[src/sv/fsp_pkg.sv]
`timescale 1ns / 1ps

package fsp_pkg;

   typedef enum logic [1:0] {
      OP_ACQUIRE = 2'd0,
      OP_RELEASE = 2'd1,
      OP_SELECT  = 2'd2,
      OP_QUERY   = 2'd3
   } op_type;

   typedef enum logic [2:0] {
      ST_IDLE,
      ST_MOD,
      ST_RMW,
      ST_SCAN,
      ST_DONE
   } state_type;

   localparam logic [1:0]  CSR_SLOT_COUNT = 2'd0;
   localparam logic [1:0]  CSR_REF_DEPTH  = 2'd1;

   localparam logic [31:0] TAG_RESET      = 32'hFFFF_FFFF;
   localparam logic [7:0]  FREE_MAX       = 8'hFF;
   localparam logic [4:0]  SLOT_COUNT_RST = 5'd16;
   localparam logic [4:0]  REF_DEPTH_RST  = 5'd0;

   // one stored entry: free flag above the tag
   localparam int ENTRY_W = 33;

   typedef struct packed {
      op_type      operation;
      logic [31:0] source_tag;
   } req_type;

   typedef struct packed {
      logic [3:0] slot_index;
      logic       found;
   } rsp_type;

   typedef struct packed {
      logic [4:0] slot_count;
      logic [4:0] reference_depth;
   } cfg_type;

endpackage

[src/sv/frame_slot_pool_manager.sv]
`timescale 1ns / 1ps

// Frame slot pool manager. Each request carries one operation (acquire,
// release by tag, select by tag, query) and yields exactly one response
// with a slot index and a found flag. Slot tags and free flags live in one
// synchronous RAM of MAX_SLOTS entries; a sequencer scans it one slot per
// cycle with the read of the next slot overlapped with the compare of the
// current one. Query and an empty pool go straight to the response;
// release, select and acquire from the free list scan up to the hit or,
// on a miss, through the slot count; round-robin acquire first reduces
// the next slot by one modulo subtraction per step when it lies beyond a
// reduced slot count, then reads and retags that slot. One request is in
// work at a time; the response register lets the next request in while
// the last response waits. There is no clearing pass: per-slot valid bits
// make untouched slots read as untagged and not free right after reset.
// Configuration writes are always ready and must only be issued while the
// block is idle.
module frame_slot_pool_manager #(
   parameter int MAX_SLOTS = 16
) (
   input  logic             clock,
   input  logic             reset,
   input  logic             req_valid,
   output logic             req_stall,
   input  fsp_pkg::req_type req_payload,
   output logic             rsp_valid,
   input  logic             rsp_stall,
   output fsp_pkg::rsp_type rsp_payload,
   input  logic             csr_valid,
   output logic             csr_ready,
   input  logic [1:0]       csr_index,
   input  logic [4:0]       csr_data
);

   import fsp_pkg::*;

   cfg_type cfg_ff, cfg_in;
   logic    rsp_valid_ff, rsp_valid_in;
   rsp_type rsp_payload_ff, rsp_payload_in;

   logic    busy;
   logic    start;
   logic    res_valid;
   rsp_type res;
   logic    res_take;

   // accept a request only while the sequencer is idle
   assign req_stall = busy;
   assign start     = req_valid && !req_stall;
   assign csr_ready = 1'b1;

   fsp_engine #(
      .MAX_SLOTS(MAX_SLOTS)
   ) u_engine (
      .clock    (clock),
      .reset    (reset),
      .start    (start),
      .req      (req_payload),
      .cfg      (cfg_ff),
      .busy     (busy),
      .res_valid(res_valid),
      .res      (res),
      .res_take (res_take)
   );

   // register writes: unknown indexes drop
   always_comb begin
      cfg_in = cfg_ff;
      if (csr_valid && csr_ready) begin
         unique case (csr_index)
            CSR_SLOT_COUNT: cfg_in.slot_count      = csr_data;
            CSR_REF_DEPTH:  cfg_in.reference_depth = csr_data;
            default:        cfg_in                 = cfg_ff;
         endcase
      end
   end

   // output register: load when empty or when its response is taken
   assign res_take = res_valid && (!rsp_valid_ff || !rsp_stall);

   always_comb begin
      rsp_payload_in = rsp_payload_ff;
      if (res_take) begin
         rsp_valid_in   = 1'b1;
         rsp_payload_in = res;
      end else if (rsp_stall) begin
         rsp_valid_in   = rsp_valid_ff;
      end else begin
         rsp_valid_in   = 1'b0;
      end
   end

   always_ff @(posedge clock) begin
      if (reset) begin
         cfg_ff       <= '{slot_count: SLOT_COUNT_RST, reference_depth: REF_DEPTH_RST};
         rsp_valid_ff <= 1'b0;
      end else begin
         cfg_ff       <= cfg_in;
         rsp_valid_ff <= rsp_valid_in;
      end
      rsp_payload_ff <= rsp_payload_in;
   end

   assign rsp_valid   = rsp_valid_ff;
   assign rsp_payload = rsp_payload_ff;

endmodule

[src/sv/fsp_ram.sv]
`timescale 1ns / 1ps

module fsp_ram #(
   parameter int WIDTH = 33,
   parameter int DEPTH = 16
) (
   input  logic                                         clock,
   input  logic                                         wr_en,
   input  logic [((DEPTH > 1) ? $clog2(DEPTH) : 1)-1:0] wr_addr,
   input  logic [WIDTH-1:0]                             wr_data,
   input  logic                                         rd_en,
   input  logic [((DEPTH > 1) ? $clog2(DEPTH) : 1)-1:0] rd_addr,
   output logic [WIDTH-1:0]                             rd_data
);

   logic [WIDTH-1:0] mem [DEPTH];
   logic [WIDTH-1:0] rd_data_ff;

   always_ff @(posedge clock) begin
      if (wr_en) begin
         mem[wr_addr] <= wr_data;
      end
      if (rd_en) begin
         rd_data_ff <= mem[rd_addr];
      end
   end

   assign rd_data = rd_data_ff;

endmodule

[src/sv/fsp_engine.sv]
`timescale 1ns / 1ps

module fsp_engine #(
   parameter int MAX_SLOTS = 16
) (
   input  logic             clock,
   input  logic             reset,
   input  logic             start,
   input  fsp_pkg::req_type req,
   input  fsp_pkg::cfg_type cfg,
   output logic             busy,
   output logic             res_valid,
   output fsp_pkg::rsp_type res,
   input  logic             res_take
);

   import fsp_pkg::*;

   localparam int SW = (MAX_SLOTS > 1) ? $clog2(MAX_SLOTS) : 1;

   state_type         state_ff, state_in;
   op_type            op_ff, op_in;
   logic [31:0]       tag_ff, tag_in;
   logic [4:0]        n_ff, n_in;
   logic [4:0]        mod_ff, mod_in;
   logic [SW-1:0]     scan_ff, scan_in;
   logic              cur_vld_ff, cur_vld_in;
   logic [SW-1:0]     cur_ff, cur_in;
   logic              chs_vld_ff, chs_vld_in;
   logic [SW-1:0]     chs_ff, chs_in;
   logic [7:0]        free_ff, free_in;
   logic [MAX_SLOTS-1:0] valid_ff, valid_in;
   rsp_type           res_ff, res_in;

   logic              rd_en;
   logic [SW-1:0]     rd_addr;
   logic [ENTRY_W-1:0] rd_data;
   logic              wr_en;
   logic [SW-1:0]     wr_addr;
   logic [ENTRY_W-1:0] wr_data;

   logic [4:0]        n_eff;
   logic [4:0]        depth;
   logic [6:0]        q_diff;
   logic [6:0]        q_wrap;
   rsp_type           q_res;
   logic [31:0]       ent_tag;
   logic              ent_free;
   logic              hit;
   logic              last;

   fsp_ram #(
      .WIDTH(ENTRY_W),
      .DEPTH(MAX_SLOTS)
   ) u_ram (
      .clock  (clock),
      .wr_en  (wr_en),
      .wr_addr(wr_addr),
      .wr_data(wr_data),
      .rd_en  (rd_en),
      .rd_addr(rd_addr),
      .rd_data(rd_data)
   );

   // slots never written read as untagged and not free
   assign ent_tag  = valid_ff[scan_ff] ? rd_data[31:0] : TAG_RESET;
   assign ent_free = valid_ff[scan_ff] & rd_data[32];
   assign hit      = (op_ff == OP_ACQUIRE) ? ent_free : (ent_tag == tag_ff);
   assign last     = (5'(scan_ff) == (n_ff - 5'd1));

   assign n_eff = (cfg.slot_count > 5'(MAX_SLOTS)) ? 5'(MAX_SLOTS) : cfg.slot_count;
   assign depth = ((cfg.reference_depth == 5'd0) || (cfg.reference_depth >= n_eff))
                  ? n_eff : cfg.reference_depth;
   assign q_diff = 7'(cur_ff) + 7'd1 - 7'(depth);
   assign q_wrap = q_diff + 7'(n_eff);

   always_comb begin
      q_res = '0;
      priority if (!cur_vld_ff) begin
         q_res = '0;
      end else if (chs_vld_ff) begin
         q_res = '{slot_index: 4'(chs_ff), found: 1'b1};
      end else if (!q_diff[6]) begin
         q_res = '{slot_index: q_diff[3:0], found: 1'b1};
      end else if (!q_wrap[6]) begin
         q_res = '{slot_index: q_wrap[3:0], found: 1'b1};
      end else begin
         q_res = '0;
      end
   end

   always_ff @(posedge clock) begin
      if (reset) begin
         state_ff   <= ST_IDLE;
      end else begin
         state_ff   <= state_in;
      end
   end

   always_ff @(posedge clock) begin
      if (reset) begin
         cur_vld_ff <= 1'b0;
         chs_vld_ff <= 1'b0;
         free_ff    <= '0;
         valid_ff   <= '0;
      end else begin
         cur_vld_ff <= cur_vld_in;
         chs_vld_ff <= chs_vld_in;
         free_ff    <= free_in;
         valid_ff   <= valid_in;
      end
      op_ff   <= op_in;
      tag_ff  <= tag_in;
      n_ff    <= n_in;
      mod_ff  <= mod_in;
      scan_ff <= scan_in;
      cur_ff  <= cur_in;
      chs_ff  <= chs_in;
      res_ff  <= res_in;
   end

   always_comb begin
      state_in   = state_ff;
      op_in      = op_ff;
      tag_in     = tag_ff;
      n_in       = n_ff;
      mod_in     = mod_ff;
      scan_in    = scan_ff;
      cur_vld_in = cur_vld_ff;
      cur_in     = cur_ff;
      chs_vld_in = chs_vld_ff;
      chs_in     = chs_ff;
      free_in    = free_ff;
      res_in     = res_ff;
      rd_en      = 1'b0;
      rd_addr    = scan_ff;
      wr_en      = 1'b0;
      wr_addr    = scan_ff;
      wr_data    = {ent_free, ent_tag};

      unique case (state_ff)
         ST_IDLE: begin
            if (start) begin
               op_in   = req.operation;
               tag_in  = req.source_tag;
               n_in    = n_eff;
               scan_in = '0;
               if (n_eff == 5'd0) begin
                  res_in   = '0;
                  state_in = ST_DONE;
               end else begin
                  unique case (req.operation)
                     OP_ACQUIRE: begin
                        if (free_ff == 8'd0) begin
                           mod_in   = cur_vld_ff ? (5'(cur_ff) + 5'd1) : 5'd0;
                           state_in = ST_MOD;
                        end else begin
                           rd_en    = 1'b1;
                           rd_addr  = '0;
                           state_in = ST_SCAN;
                        end
                     end
                     OP_RELEASE, OP_SELECT: begin
                        rd_en    = 1'b1;
                        rd_addr  = '0;
                        state_in = ST_SCAN;
                     end
                     OP_QUERY: begin
                        res_in   = q_res;
                        state_in = ST_DONE;
                     end
                     default: begin
                        state_in = ST_IDLE;
                     end
                  endcase
               end
            end
         end
         ST_MOD: begin
            // reduce the next round-robin slot by subtraction
            if (mod_ff >= n_ff) begin
               mod_in = mod_ff - n_ff;
            end else begin
               scan_in    = SW'(mod_ff);
               rd_en      = 1'b1;
               rd_addr    = SW'(mod_ff);
               cur_in     = SW'(mod_ff);
               cur_vld_in = 1'b1;
               state_in   = ST_RMW;
            end
         end
         ST_RMW: begin
            // retag, keep the free flag
            wr_en    = 1'b1;
            wr_data  = {ent_free, tag_ff};
            res_in   = '{slot_index: 4'(scan_ff), found: 1'b1};
            state_in = ST_DONE;
         end
         ST_SCAN: begin
            if (hit) begin
               res_in   = '{slot_index: 4'(scan_ff), found: 1'b1};
               state_in = ST_DONE;
               unique case (op_ff)
                  OP_ACQUIRE: begin
                     wr_en      = 1'b1;
                     wr_data    = {1'b0, tag_ff};
                     free_in    = free_ff - 8'd1;
                     cur_in     = scan_ff;
                     cur_vld_in = 1'b1;
                  end
                  OP_RELEASE: begin
                     wr_en   = 1'b1;
                     wr_data = {1'b1, ent_tag};
                     if (free_ff != FREE_MAX) begin
                        free_in = free_ff + 8'd1;
                     end
                  end
                  OP_SELECT: begin
                     chs_in     = scan_ff;
                     chs_vld_in = 1'b1;
                  end
                  default: begin
                     res_in = res_ff;
                  end
               endcase
            end else if (last) begin
               res_in   = '0;
               state_in = ST_DONE;
            end else begin
               rd_en   = 1'b1;
               rd_addr = scan_ff + SW'(1);
               scan_in = scan_ff + SW'(1);
            end
         end
         ST_DONE: begin
            if (res_take) begin
               state_in = ST_IDLE;
            end
         end
         default: begin
            state_in = ST_IDLE;
         end
      endcase

      valid_in = valid_ff;
      if (wr_en) begin
         valid_in[wr_addr] = 1'b1;
      end
   end

   assign busy      = (state_ff != ST_IDLE);
   assign res_valid = (state_ff == ST_DONE);
   assign res       = res_ff;

`ifndef NO_ASSERTIONS
   a_scan_in_range: assert property (@(posedge clock) disable iff (reset)
      (state_ff == ST_SCAN) |-> (5'(scan_ff) < n_ff))
      else $error("scan index beyond slot count");

   a_free_only_scan: assert property (@(posedge clock) disable iff (reset)
      (state_ff != ST_SCAN) |=> $stable(free_ff))
      else $error("free count changed outside a slot scan");

   a_miss_zero: assert property (@(posedge clock) disable iff (reset)
      (res_valid && !res.found) |-> (res.slot_index == 4'd0))
      else $error("miss carries a nonzero slot index");

   a_write_busy: assert property (@(posedge clock) disable iff (reset)
      wr_en |-> (state_ff == ST_SCAN || state_ff == ST_RMW))
      else $error("slot memory written outside a scan or retag");
`endif

endmodule
[config.mk]
export PLATFORM = sky130hd
export DESIGN_NAME = frame_slot_pool_manager
export DESIGN_NICKNAME = d
export VERILOG_FILES = /design/src/sv/fsp_pkg.sv /design/src/sv/frame_slot_pool_manager.sv /design/src/sv/fsp_ram.sv /design/src/sv/fsp_engine.sv
export SDC_FILE = /design/constraint.sdc
export NUM_CORES = 1
export LEC_CHECK = 0
export ABC_AREA = 0
export BUFFER_PORTS_ARGS = -buffer_cell sky130_fd_sc_hd__buf_2
export CAP_MARGIN = 10
export CORE_AREA = 2 2 156 311
export CTS_CLUSTER_DIAMETER = 120
export DETAILED_ROUTE_END_ITERATION = 8
export DIE_AREA = 0 0 158 313
export PLACE_DENSITY = 0.76
export SLEW_MARGIN = 0
export SYNTH_ARGS = -nofsm -noshare
export SYNTH_HDL_FRONTEND = slang
export SYNTH_HIERARCHICAL = 1
export SYNTH_SLANG_ARGS = --single-unit
[constraint.sdc]
create_clock -name clock -period 9.3 [get_ports clock]
set_input_delay 0.465 -clock clock [delete_from_list [all_inputs] [get_ports clock]]
set_output_delay 0.465 -clock clock [all_outputs]
set_load 0.1 [all_outputs]
* Yosys cells after proc, flatten, opt, wreduce, memory -nomap -nowiden
Memory sizes are Yosys's and may differ from the RTL's. A register that Yosys moved wholly into a read port is not among the register bits. Index checks and enable logic that the tools add are counted.
Operators by class: magnitude comparators 5, muxes and demuxes 73, reductions and logical operators 34, $add $sub $neg 9, equal/unequal tests 27, bitwise gates (word level) 2
Operators with widths (count):
- $pmux 33 s2 | 2
- $mux 5 | 18
- $mux 4 | 10
- $mux 33 | 1
- $eq 32x32->1 | 1
- $mux 32 | 1
- $pmux 4 s3 | 2
- $mux 1 | 18
- $mux 3 | 6
- $or 16x16->16 | 1
- $pmux 4 s2 | 2
- $pmux 8 s2 | 1
- $pmux 3 s5 | 1
- $pmux 5 s3 | 1
- $ne 2x1->1 const B | 7
- $reduce_and 4->1 | 3
- $add 4x1->5 const B | 2
- $ge 5x5->1 | 2
- $logic_not 5->1 | 2
- $pmux 5 s2 | 1
- $pmux 3 s3 | 1
- $reduce_bool 3->1 | 3
- $add 8x1->8 const B | 1
- $logic_not 8->1 | 1
- other kinds (39) | 62
Storage, ports and cells: word-level logic and storage cells 170, memories 1, bits in writable memories 528, output and inout bits 8, flip-flop bits (word level) 106, input bits 46
Memories:
- u_engine.u_ram.mem | words 16, width 33, rd ports 1, clocked after memory_dff 1, wr ports 1, RTL line fsp_ram.sv:16 | logic [WIDTH-1:0] mem [DEPTH];

* Depth between registers and ports, before layout
depth after elaboration 15, gate-level depth with buffers 24, mapped depth without buffers 24

* Modules after synthesis
Netlist, hierarchy kept.
Modules (own cells, without submodules):
- fsp_ram | instances 1, cells each 864, sequential area each 16846.2 um^2, area an instance 20960.1 um^2
- fsp_engine | instances 1, cells each 709, sequential area each 2412.3 um^2, area an instance 6382.4 um^2
- frame_slot_pool_manager | instances 1, cells each 54, sequential area each 370.4 um^2, area an instance 649.4 um^2

* Least setup slack after synthesis
No wires, ideal clock.
kind reg2reg, from register u_engine.scan_ff[1], to memory u_engine.u_ram.mem[0][0] (enable), period minus slack after synthesis 6.591 ns, slack 2.709 ns, cell stages (with the launch flop) 17, buffers on the path 3, arrival 6.126 ns, setup time 0.464 ns, required time 8.836 ns, path through edfxtp_1 > buf_6 > mux4_2 > nor2_1 > nor4_4 > nor2_4 > buf_6 > a2111oi_4 > a31oi_2 > nor4_4 > nand4b_4 > a21oi_1 > nor2_1 > clkbuf_1 > nor2_1 > or3b_2 > nor3_1
Between the ends: cells in the longest elaborated chain, start to end 9, elaborated cells on any way between the ends 10, those cells by class 1 x eq/ne; 8 x mux; 1 x bitwise
RTL lines:
- start: declaration | RTL line fsp_engine.sv:26 | logic [SW-1:0] scan_ff, scan_in;
- start signal: assignment | RTL line fsp_engine.sv:116 | scan_ff <= scan_in;
- $bmux 1 s4 * | RTL line fsp_engine.sv:66, fsp_engine.sv:67
- $mux 1 (not written as such) * | RTL line fsp_engine.sv:66, fsp_engine.sv:67
- $mux 32 | RTL line fsp_engine.sv:66 | assign ent_tag = valid_ff[scan_ff] ? rd_data[31:0] : TAG_RESET;
- $eq 32x32->1 | RTL line fsp_engine.sv:68 | assign hit = (op_ff == OP_ACQUIRE) ? ent_free : (ent_tag == tag_ff);
- $mux 1 * | RTL line fsp_engine.sv:68
- $mux 1 * | RTL line fsp_engine.sv:200 | if (hit) begin
- $pmux 1 s2 * | RTL line fsp_engine.sv:141 | unique case (state_ff)
- net u_engine.wr_en | RTL line fsp_engine.sv:38 | logic wr_en;
- $mux 1 * | RTL line fsp_ram.sv:20 | if (wr_en) begin
- $mux 1 (not written as such) * | RTL line fsp_ram.sv:21 | mem[wr_addr] <= wr_data;
- end: declaration | RTL line fsp_ram.sv:16
Mark *: on every way through the listed nets, which the timed path passes. The rest lies on a longest branch. The select of a mux whose other input is x is not followed.

* Worst setup path after layout
from register u_engine.scan_ff[0], to memory u_engine.u_ram.mem[14][3] (enable)
The elaborated chain is that of the path after synthesis.

==> flow_metrics.env <==
export IMPL_fin_area_mm2=0.0308
export IMPL_grt_util_all_layers_pct=26.7
export IMPL_end_kind="flip-flop"
export IMPL_cts_hold_buf=0
export IMPL_fp_dieH_um=313
export IMPL_path_delay_family="simple AND/OR/NAND/NOR gates"
export IMPL_synth_ff_type="edfxtp_1"
export IMPL_layout_drive_gt1_share_pct=19.1
export IMPL_period_minus_slack_ps=6730
export IMPL_wl_per_cell_um=27.2
export IMPL_ys_types=74
export IMPL_cts_max_path_buffers=3
export IMPL_syn_to_final_growth_pct=10.1
export IMPL_skew_ps=29.2
export IMPL_cts_sinks=667
export IMPL_grt_max_degree=73
export IMPL_yosysWarnings=6
export IMPL_cp_slowest_cell="nor2_4"
export IMPL_fin_total_pwr_w=0.0111
export IMPL_setup_viol=0
export IMPL_insertion_delay_ps=610
export IMPL_cts_inserted_buffers=54
export IMPL_crit_chain="nand2_1 -> a211oi_1 -> nor4_4 -> nor2_4 -> buf_4 -> and3_1 -> a311oi_1 -> nor4_2 -> nand4b_4 -> a21oi_1 -> nor2_1 -> nor2_1 -> nand3_1 -> nor2_4 -> buf_4"
export IMPL_ys_ff_latch=667
export IMPL_dieWidth_um=158
export IMPL_dieArea_mm2=0.0495
export IMPL_ir_drop_v=0.000519
export IMPL_syn_area_mm2=0.0280
export IMPL_portBuffers=52
export IMPL_cp_startpoint="u_engine/scan_ff[0]"
export IMPL_max_stage_delay_ps=1010
export IMPL_seq_area_frac_synth_pct=70.1
export IMPL_grt_ovfl_total=0
export IMPL_tns_ps=0
export IMPL_synth_edf_count=627
export IMPL_crit_buf_inv=2
export IMPL_path_class="flip-flop to flip-flop"
export IMPL_postSynthCellCount=1627
export IMPL_grt_pass1_vias=15786
export IMPL_worstPathArrival_ps=7020
export IMPL_path_clk_slew_ps=70
export IMPL_synthArstFlopShare_pct=0
export IMPL_ios=54
export IMPL_power_density_mw_per_mm2=359
export IMPL_max_cap_viol_count=0
export IMPL_p_leak_nw=9.94
export IMPL_vias=15432
export IMPL_core_area_mm2=0.0472
export IMPL_hpwl_um=36100
export IMPL_tightestPinTransition_ps=1220
export IMPL_ant_nets=0
export IMPL_antennaDiodeCount=0
export IMPL_initial_core_util_pct=59.3
export IMPL_synth_area_per_cell_um2=17.2
export IMPL_wirelength_um=64500
export IMPL_via_per_inst=6.52
export IMPL_num_rows=113
export IMPL_cp_max_fo=29
export IMPL_drt_pass1_iter_count=5
export IMPL_cts_max_level=2
export IMPL_cts_repair_resized=0
export IMPL_post_cts_buffers=0
export IMPL_synth_fp_nets=1717
export IMPL_min_from="req_payload[8]"
export IMPL_worstPathRequired_ps=9580
export IMPL_r2r_start="u_engine/scan_ff[0]"
export IMPL_max_slew_margin_pct=18.6
export IMPL_root_buffer="clkbuf_16"
export IMPL_grt_pass1_wl_um=96700
export IMPL_cp_start_kind="flip-flop"
export IMPL_cts_tree="built"
export IMPL_drtIter0Drc=2071
export IMPL_placed_area_mm2=0.0290
export IMPL_fin_util_pct=65.3
export IMPL_drc_errors=0
export IMPL_final_nets=1781
export IMPL_rsz0062_at_grt="false"
export IMPL_timing_final_crit_share_pct=72.4
export IMPL_status="completed"
export IMPL_hold_violations=0
export IMPL_min_delay_path_class="primary input to flip-flop"
export IMPL_final_max_slew_viol_count=0
export IMPL_antenna_found_initial=0
export IMPL_max_clock_freq_ghz=0.149
export IMPL_routabilityCongestion=0.893
-- power by group --
part	leakage, nW	switching (W)	internal, W
clock	0.871	0.00105	0.00127
sequential	5.89	0.000259	0.00425
combinational	3.19	0.00261	0.00162
-- layout make-up --
| cell class | count | area [µm²] |
|---|---|---|
| inverter | 65 | 244 |
| clock inverter | 36 | 394 |
| clock buffer | 65 | 1390 |
| multi-input combinational | 815 | 7820 |
| tap | 632 | 791 |
| sequential | 667 | 19600 |
| timing repair buffer | 88 | 556 |
| fill | 3175 | 16400 |
-- sequential cells by signal, summed over array words and instances, names as in the netlist --
name                    flops
u_engine/cur_vld_ff         1
cfg_ff                     10
u_engine/mod_ff             5
u_engine/res                5
u_engine/scan_ff            4
rsp_valid                   1
u_engine/chs_vld_ff         1
u_engine/op_ff              2
u_engine/state_ff           3
u_engine/free_ff            8
u_engine/u_ram/mem        528
u_engine/tag_ff            32
u_engine/n_ff               5
u_engine/u_ram/rd_data     33
u_engine/chs_ff             4
u_engine/cur_ff             4
u_engine/valid_ff          16
rsp_payload                 5
-- routing by layer --
metal  vias up  routed length (µm)  GRT usage, %
met4         0                3050          11.8
met3       177                5570          3.69
met2       914               32700          44.1
met1      7733               23200          35.8
li1       6608                   -             -
met5         -                   0             0
-- synth_stat cells (all sizes together), types with 8 or more instances --
cell	count	share of area (%)
edfxtp	627	67
mux4	134	11
nor2	106	1.4
nand2	74	0.99
a22oi	69	1.9
inv	65	0.87
a21oi	59	1.1
clkbuf	48	0.64
o21ai	44	0.79
dfxtp	40	2.9
ha	40	1.8
buf	32	1.0
nand2b	26	0.58
mux2i	23	0.82
nand3b	18	0.48
nand3	16	0.29
o32ai	16	0.50
xnor2	16	0.50
nor2b	14	0.31
xor2	14	0.44
nor4	13	0.42
nor3	12	0.21
a21o	9	0.24
o22ai	8	0.18
-- worst register-to-register path, stage by stage (launching register included) --
cell      delay [ps]
edfxtp_1         840
nand2_1          180
a211oi_1         470
nor4_4           160
nor2_4           540
buf_4            430
and3_1           220
a311oi_1          50
nor4_2           630
nand4b_4         310
a21oi_1          220
nor2_1           260
nor2_1           310
nand3_1          360
nor2_4          1010
buf_4            450
-- path summary, 6_finish.rpt --
| kind | to | slack (ps) | cells after the start |
|---|---|---|---|
| max | u_engine/u_ram/mem[14][3] | 2570 | 15 |
| min | u_engine/tag_ff[8] | 30 | 1 |
| max reg2reg | u_engine/u_ram/mem[14][3] | 2570 | 15 |
| min reg2reg | rsp_payload[4] | 420 | 0 |
-- cell families after synthesis --
group / Yosys count / synth area share (%)
flops: 667 / 70.1
simple gates: 318 / 5.85
compound gates: 262 / 6.46
mux: 160 / 12.0
buf+inv: 145 / 2.56
fa+ha+maj: 44 / 2.07
xor+xnor: 30 / 0.939
other cells: 1 / 0.0134
-- cells in the final DEF (no fill, tap or decap), types with 16 or more instances in the layout --
cell type,instances
a22oi_1,69
buf_2,52
dfxtp_1,40
inv_1,64
mux4_1,19
buf_4,34
o32ai_1,16
a21oi_1,59
mux2i_1,23
ha_1,40
nand2b_1,26
nand3b_1,18
xnor2_1,16
nand2_1,73
edfxtp_1,627
clkbuf_16,54
nor2_1,92
mux4_2,115
o21ai_0,43
-- metrics by stage --
step | hold WS [ps] | instances | setup slack, ps
after floorplan | 400 | 1627 | 2710
after detailed placement | 405 | 2266 | 2740
after CTS | 9.43 | 2367 | 2650
after global placement | 422 | 2266 | 2930
after global routing | 14.2 | 2368 | 2260
final | 26.6 | 2368 | 2570
Power figures use the tool's default switching activity.
